**config.mk**
```make
export PLATFORM = sky130hd
export DESIGN_NAME = lmsr_ram
export DESIGN_NICKNAME = d
export VERILOG_FILES = /design/src/rtl/labeled_mean_sigma_rms_assert.svh /design/src/rtl/lmsr_ram.sv
export SDC_FILE = /design/constraint.sdc
export NUM_CORES = 1
export LEC_CHECK = 0
export BUFFER_PORTS_ARGS = -buffer_cell sky130_fd_sc_hd__buf_2
export CELL_PAD_IN_SITES_DETAIL_PLACEMENT = 1
export CELL_PAD_IN_SITES_GLOBAL_PLACEMENT = 2
export CORE_MARGIN = 4
export CORE_UTILIZATION = 45
export CTS_CLUSTER_SIZE = 12
export DETAILED_ROUTE_END_ITERATION = 16
export PLACE_DENSITY = 0.8
export SETUP_SLACK_MARGIN = 0.02
export SLEW_MARGIN = 10
export SYNTH_ARGS = -nofsm -noshare
export SYNTH_HDL_FRONTEND = slang
export SYNTH_SLANG_ARGS = --single-unit
```
**constraint.sdc**
```tcl
create_clock -name clock -period 4.75 [get_ports clock]
set_input_delay 0.2375 -clock clock [delete_from_list [all_inputs] [get_ports clock]]
set_output_delay 0.2375 -clock clock [all_outputs]
set_load 0.01 [all_outputs]
```
**src/rtl/labeled_mean_sigma_rms_assert.svh**
```systemverilog
// Assertion macros for the grouped statistics block.
// Used by the top level; relies on signals named clock and reset in scope.
`ifndef LABELED_MEAN_SIGMA_RMS_ASSERT_SVH
`define LABELED_MEAN_SIGMA_RMS_ASSERT_SVH

// Property checked on every clock edge outside reset
`define LMSR_ASSERT(lbl, prop, msg) \
   lbl: assert property (@(posedge clock) disable iff (reset) prop) \
      else $error(msg);

// Trigger in one cycle implies a property in the next cycle
`define LMSR_ASSERT_NEXT(lbl, trig, prop, msg) \
   lbl: assert property (@(posedge clock) disable iff (reset) (trig) |=> (prop)) \
      else $error(msg);

`endif

```
**src/rtl/lmsr_ram.sv**
```systemverilog
// Generic single-write, single-read RAM with registered read data.
// No dependencies.
module lmsr_ram #(
   parameter int WIDTH = 8,
   parameter int DEPTH = 16
) (
   input  logic                                     clock,
   input  logic                                     wr_en,
   input  logic [((DEPTH > 1) ? $clog2(DEPTH) : 1)-1:0] wr_addr,
   input  logic [WIDTH-1:0]                         wr_data,
   input  logic [((DEPTH > 1) ? $clog2(DEPTH) : 1)-1:0] rd_addr,
   output logic [WIDTH-1:0]                         rd_data
);

   logic [WIDTH-1:0] mem_ff [DEPTH];
   logic [WIDTH-1:0] rd_data_ff;

   // write port and registered read port
   always_ff @(posedge clock) begin
      if (wr_en) begin
         mem_ff[wr_addr] <= wr_data;
      end
      rd_data_ff <= mem_ff[rd_addr];
   end

   assign rd_data = rd_data_ff;

endmodule

```
## Yosys cells after proc, flatten, opt, wreduce, memory -nomap -nowiden

Memories as Yosys holds them, arrays and structs flattened. A register that Yosys moved wholly into a read port is not among the register bits.
Index checks and enable logic that the tools add are counted.

| cells by class | value |
|---|---|
| multiplexer cells | 2 |

Operator list:

| operator | count |
|---|---|
| 2-to-1 mux 1 bit | 2 |

| storage, ports and cells | value |
|---|---|
| register bits | 0 |
| RAM bits | 128 |
| bits of input ports | 18 |
| output and inout port bits | 8 |
| logic and storage cells | 3 |
| memories kept | 1 |

Memories:

| name | depth | bits a word | read ports | clocked after Yosys merged registers in | write ports | RTL line | source |
|---|---|---|---|---|---|---|---|
| mem_ff | 16 | 8 | 1 | 1 | 1 | lmsr_ram.sv:15 | `logic [WIDTH-1:0] mem_ff [DEPTH];` |

## Logic depth before layout (Yosys ltp)

Gate-level depths: netlist of run 1.

| logic depth | value |
|---|---|
| depth in word-level cells | 2 |
| depth in mapped cells | 5 |
| gate-level depth less buffers | 3 |

## Least setup slack after synthesis of run 1

Ideal clock, no wire load.

| timing | value |
|---|---|
| path type | input to register |
| from | input port wr_addr[2] (netlist name) |
| to | memory mem_ff[0][0], enable pin |
| arrival | 1347 ps |
| data required time | 4367 ps |
| setup slack | 3020 ps |
| cell stages on the path | 2 |
| path buffers | 0 |
| path through | or3b_2 nor3_1 |

RTL lines:

| what | RTL line | source |
|---|---|---|
| start: declaration | lmsr_ram.sv:9 | `input logic [((DEPTH > 1) ? $clog2(DEPTH) : 1)-1:0] wr_addr,` |
| end: declaration | lmsr_ram.sv:15 |  |

No word-level cell before the write port.

==> summary.md, run 1 <==
| Metric | Value |
|---|---|
| Initial antenna violation count | 0 |
| Multi-input logic area | 1070 um2 |
| Cell Area, Synth | 5150 um2 |
| Worst-skew pair later-pin latency | 0.41 ns |
| Max IR drop VDD | about 0.00025 V |
| Die W | 115 um |
| #FFs+latches synth | 136 |
| Top cell type's share of synthesized area | 0.747 |
| Total CTS buffers | 17 |
| Dpl hpwl | around 6500 um |
| Max clock buf depth | 2 |
| Cells on worst reg2reg path | 3 |
| Port Buffers | 25 |
| Via/cell ratio | 5.71 |
| H-Tree Depth | 4 |
| Crit share post-route | 0.389 |
| Status | completed |
| Crit path kind | primary input to flop |
| Syn Inst Count | between 200 and 250 |
| Switching power | ~0.53 mW |
| RSZ-0062 raised after global routing | false |
| Vias in the first global route | 2597 |
| CP Launch Type | primary input |
| PostCTS Resize Cnt | 0 |
| Synth area leaders | edfxtp_1, mux4_2, mux4_1 |
| Hold Path End | mem_ff[1][5]$_DFFE_PP_ |
| Leak | 1.96 nW |
| Wire per inst | 24.9 um |
| Slew at the pin closest to its max-slew limit | about 1.1 ns |
| Clk slew on worst S/H paths | about 0.060 ns |
| Mapped Avg Cell Area | 22.5 um2 |
| Max-Cap Viols | 0 |
| Die height | about 110 um |
| F_max | 541 MHz |
| Clock sinks | 136 |
| Worst R2R Setup Slack | between 3 and 4 ns |
| Hold WC Path Type | primary input to flop |
| Std-Cell Rows | 38 |
| Met1 usage | 0.247 |
| WHS Path Cells | 1 |
| Ys async rst share | 0 |
| Post-place setup slack | 2.47 ns |
| Total grt overflow | 0 |
| WP data arrival | 2.13 ns |
| Hold path start | wr_data[5] |
| Minimum clock period | 1.85 ns |
| Clock share of power | 0.440 |
| Diode count | 0 |
| Global placer's final weighted congestion | 0.758 |
| GR Util met2 | 0.258 |
| Final slew viol count | 0 |
| Clock Skews | 0.00903 ns |
| First-pass iteration count of the detailed router | 4 |
| Most frequent cell after synthesis | edfxtp_1 |
| Drt drc | 0 |
| Detail Route Antenna Nets | 0 |
| Layout Area Growth over Synthesis | 14.7% |
| Share of power burned in registers | 0.514 |
| CTS tree | built |
| Cell area after layout | 5900 um2 |
| 1st-iter DRT viols | 153 |
| Grt met3 use | 0.0479 |
| Crit Path Max Fanout | 32 |
| Synthesized net count | 247 |
| Clock root cell | clkbuf_16 |
| Layer with the highest usage | met2 |
| Register area | approximately 4000 um2 |
| Synth top cells by count | edfxtp_1, mux4_2, a22oi_1, mux4_1, nor2_1 |
| Setup crit end kind | flop |
| Seq/Total Area, Yosys | 0.778 |
| Final setup margin | 2.90 ns |
| Main synth FF type | edfxtp_1 |
| Pwr/cell area | 445 nW/um2 |
| Vias | 2382 |
| Cell-internal power | 2.09 mW |
| Die footprint | approximately 13000 um2 |
| Gate power share | 0.046 |
| First-pass GRT wire length | 16000 um |
| Cells after DPL | 385 |
| CTS Hold Bufs | 0 |
| Crit path required time | 5.04 ns |
| Final net count | between 200 and 300 |
| Total negative slack | 0 ns |
| I/O pin cnt | 26 |
| Endpoint of the worst register-to-register path | rd_data[5]$_DFF_P_ |
| Ys Warns | 0 |
| Final Util | 0.535 |
| Filler Cell Count | 981 |
| Hold WS | 0.212 ns |
| Core area | 11000 um2 |
| Post-synth EDFFs | 128 |
| Max_slew headroom | 0.275 |
| Initial Util | 0.467 |
| Distinct cells, synth | 19 |
| Number of setup violations in the final report | 0 |
| Switching Share | 0.202 |
| Overall Global Routing Usage | 0.173 |
| Largest net degree at the start of global routing | 33 |
| Layout cells sized above 1 | 0.264 |
| Hold Vio Cnt, Final | 0 |
| Finished Layout Cells | 417 |
| Pwr Total | 2.63 mW |
| Placed cell area | 5380 um2 |
| DRT Wirelength | 10400 um |
| Area leader, netlist | edfxtp_1 |
| Worst r2r src | mem_ff[1][5]$_DFFE_PP_ |
| Post-CTS setup buffer count | 0 |
==> worst max-delay path by stage <==
stage / from / endpoint / cells after the start
floorplan: wr_addr[2] / mem_ff[0][0]$_DFFE_PP_ / 2
global route: rd_addr[0] / rd_data[0]$_DFF_P_ / 4
finish: rd_addr[0] / rd_data[2]$_DFF_P_ / 4
global placement: wr_addr[2] / mem_ff[0][7]$_DFFE_PP_ / 3
detailed placement: rd_addr[0] / rd_data[0]$_DFF_P_ / 4
CTS: rd_addr[0] / rd_data[0]$_DFF_P_ / 4
==> power groups by stage <==
stage          clock network [mW]  registers, mW  logic (mW)
6_report                     1.15           1.35       0.121
5_1_grt                      1.24           1.35       0.133
4_1_cts                      1.17           1.35       0.124
3_5_place_dp                    0           1.38       0.123
3_3_place_gp                    0           1.37       0.118
2_1_floorplan                   0           1.38      0.0681
==> cells by family (layout without fill, tap and decap cells) <==
kind of cell,count (synthesis),after routing,synth area share
multiplexers,32,32,0.150
AND/OR/NAND/NOR,35,35,0.0318
AO/OA/AOI/OAI,16,16,0.0233
buffers and inverters,10,58,0.0168
flip-flops,136,136,0.778
==> critical path, stage by stage <==
cell	delay (ns)
buf_2	0.80
mux4_1	0.65
a22oi_1	0.32
nand2_1	0.09
==> per-layer routing <==
metal	vias up	routed length (um)	part of all wire
met3	9	434	0.042
li1	1039	-	-
met2	58	5020	0.48
met4	0	121	0.012
met5	-	0	0
met1	1276	4810	0.46
==> cells in the final DEF, fill, tap and decap left out <==
cell | synthesis | routed
edfxtp_1 | 128 | 128
buf_2 | 3 | 25
mux4_2 | 18 | 18
clkbuf_16 | 0 | 17
a22oi_1 | 16 | 16
mux4_1 | 14 | 14
nor2_1 | 13 | 13
nand2_1 | 9 | 9
dfxtp_1 | 8 | 8
clkbuf_1 | 0 | 7
clkinv_2 | 0 | 5
nor3_2 | 0 | 3
clkbuf_8 | 0 | 3
nand3b_1 | 2 | 2
nand2b_1 | 2 | 2
nor2b_1 | 1 | 1
and2_1 | 1 | 1
and2b_1 | 1 | 1
nand3_1 | 1 | 1
nor3_1 | 4 | 1
or3b_2 | 1 | 1
buf_4 | 1 | 1
==> flip-flops by register name, indices dropped and copies added (netlist names) <==
name,flops
mem_ff,128
rd_data,8
==> layout make-up <==
type	count	share of cell area
clock inverters	5	0.00424
clock buffers	27	0.0835
multi-input cells	83	0.182
well taps	140	0.0297
flip-flops and latches	136	0.678
repair buffers	26	0.0225
Power figures use the tool's default switching activity.
==> run 2: changes to the inputs <==
--- a/config.mk
+++ b/config.mk
@@ -9,7 +9,7 @@
 export CELL_PAD_IN_SITES_DETAIL_PLACEMENT = 1
 export CELL_PAD_IN_SITES_GLOBAL_PLACEMENT = 2
 export CORE_MARGIN = 4
-export CORE_UTILIZATION = 45
+export CORE_UTILIZATION = 43
 export CTS_CLUSTER_SIZE = 12
 export DETAILED_ROUTE_END_ITERATION = 16
 export PLACE_DENSITY = 0.8
==> constraint.sdc (replaced) <==
create_clock -name clock -period 1.6 [get_ports clock]
set_input_delay 0.08 -clock clock [delete_from_list [all_inputs] [get_ports clock]]
set_output_delay 0.08 -clock clock [all_outputs]
set_load 0.01 [all_outputs]
==> summary.md, run 2 (same netlist as run 1, synthesis figures left out) <==
| Metric | Value |
|---|---|
| Cells after DPL | 410 (+6.5%) |
| Die height | 117 um (+2.1%) |
| First-pass GRT wire length | 17100 um (+7.2%) |
| Max FFs per register | 128 (unchanged) |
| Via/cell ratio | 5.58 (-2.3%) |
| Biggest cell delay along the critical path | 0.51 ns (-0.29 ns) |
| Max IR drop VDD | 0.000600 V (+140%) |
| CTS tree | built |
| Initial antenna violation count | 0 (unchanged) |
| Drt drc | 0 (unchanged) |
| WP data arrival | 1.66 ns (-0.47 ns) |
| Post-CTS setup buffer count | 0 (unchanged) |
| Hold path start | wr_data[2] |
| Clock root cell | clkbuf_16 |
| Worst-skew pair later-pin latency | 0.41 ns (about the same) |
| Max-Cap Viols | 0 (unchanged) |
| Max_slew headroom | 0.727 (+0.452) |
| Leak | 2.09 nW (+6.5%) |
| CP top delay family | multiplexers |
| Vias in the first global route | 2721 (+4.8%) |
| I/O pin cnt | 26 (unchanged) |
| Worst path cell trace | mux4_1, a22oi_1, nand2_1 |
| Final slew viol count | 0 (unchanged) |
| Initial Util | 0.445 (-0.0216) |
| Routed wl met3 | 504 um (+16%) |
| CTS Hold Bufs | 0 (unchanged) |
| Std-Cell Rows | 39 (+2.6%) |
| Crit share post-route | 0.857 |
| Clk slew on worst S/H paths | 0.06 ns (about the same) |
| Commonest non-fill, non-tap cell in the layout | edfxtp_1 |
| Metal2 WL | 5640 um (+12%) |
| Overall Global Routing Usage | 0.172 (-0.00102) |
| M1 WL | 4810 um (unchanged) |
| Vias | 2467 (+3.6%) |
| Most frequent cells in the layout | edfxtp_1, buf_2, buf_4, mux4_2, clkbuf_16 |
| 1st-iter DRT viols | 228 (+49%) |
| PostCTS Resize Cnt | 0 (unchanged) |
| DRT Wirelength | 11100 um (+6.7%) |
| Wire per inst | 25.0 um (+0.63%) |
| Final net count | 304 (+7.8%) |
| Minimum clock period | 1.37 ns |
| Top Metal Used | met4 |
| Clock sinks | 136 (unchanged) |
| Detail Route Antenna Nets | 0 (unchanged) |
| Pwr/cell area | 1300 nW/um2 (+190%) |
| Multi-input logic area | 1060 um2 (-1.4%) |
| Crit path kind | flop to flop |
| Clock Skews | 0.0159 ns (+0.00689 ns) |
| RSZ-0062 raised after global routing | false |
| Most flops, register | mem_ff |
| Hold WC Path Type | primary input to flop |
| Worst path bufs/invs | 0 (-1) |
| Total grt overflow | 0 (unchanged) |
| Total CTS buffers | 17 (unchanged) |
| Layout cells sized above 1 | 0.324 (+0.0609) |
| Slew at the pin closest to its max-slew limit | 0.409 ns (-0.678 ns) |
| F_max | 729 MHz |
| Largest net degree at the start of global routing | 33 (unchanged) |
| Crit path required time | 1.89 ns (-3.15 ns) |
| First-pass iteration count of the detailed router | 5 (+1) |
| Layout Area Growth over Synthesis | 19.3% |
| Number of setup violations in the final report | 0 (unchanged) |
| Core area | 11600 um2 (+4.8%) |
| Worst r2r src | mem_ff[2][1]$_DFFE_PP_ |
| CP Launch Type | flop |
| Crit Path Max Fanout | 1 (-97%) |
| Hold Vio Cnt, Final | 0 (unchanged) |
| Diode count | 0 (unchanged) |
| Register area | 4000 um2 (unchanged) |
| Filler Cell Count | 1000 (+1.9%) |
| CP max stage cell | mux4_1 |
| Dpl hpwl | 6690 um (+2.9%) |
| Port Buffers | 25 (unchanged) |
| Max clock buf depth | 2 (unchanged) |
| H-Tree Depth | 4 (unchanged) |
| Die W | 117 um (+2.1%) |
| Die footprint | 13800 um2 (+4.3%) |
| Setup crit end kind | flop |
| Finished Layout Cells | 442 (+6.0%) |
| Global placer's final weighted congestion | 0.710 (-6.4%) |
| Total negative slack | 0 ns (unchanged) |
| Status | completed |
| Critical Path Start | mem_ff[2][1]$_DFFE_PP_ |
## run 2: cell types whose count changed in the layout (fill, tap and decap cells not counted), moves of 4 or more
cell and delta:
buf_4 +18, clkbuf_1 -7, buf_12 +4, clkinvlp_4 +5
## run 2: final cells by class
class / count / area share
Clock inverter: 15 / 0.0210
Multi-Input combinational cell: 83 / 0.172
Sequential cell: 136 / 0.652
Timing Repair Buffer: 48 / 0.0566
Clock buffer: 17 / 0.0693
Tap cell: 143 / 0.0291
## run 2: path summary, 6_finish.rpt
kind	endpoint	slack, ns	depth (start not counted)
setup / recovery	rd_data[1]$_DFF_P_	0.23	3
setup reg to reg	rd_data[1]$_DFF_P_	0.23	3
hold / removal	mem_ff[8][2]$_DFFE_PP_	0.06	1
hold reg to reg	rd_data[0]$_DFF_P_	0.69	3
## run 2: where the power goes
| group | switching [mW] | internal, mW | leakage (nW) |
|---|---|---|---|
| Clock | 1.47 | 2.13 | 0.257 |
| Sequential | 0.0279 | 3.98 | 1.22 |
| Combinational | 0.225 | 0.174 | 0.609 |
## run 2: stage by stage
step                      setup WS (ns)  hold slack [ns]  cell area, um2  total power [mW]  utilization
final                             0.229           0.0639            6140              8.01        0.531
after global routing              0.154           0.0583            6140              8.30        0.531
after CTS                         0.194           0.0490            6140              8.10        0.531
after detailed placement         0.0711            0.478            5590              4.49        0.483
after global placement           0.0659            0.468            5590              4.47        0.483
after floorplan                  0.0271            0.179            5150              4.29            -
## run 2: layer usage
| metal | track usage | vias up |
|---|---|---|
| li1 | - | 1090 |
| met1 | 0.235 | 1302 |
| met2 | 0.271 | 67 |
| met3 | 0.0443 | 8 |
| met4 | 0.0594 | 0 |
| met5 | 0 | - |
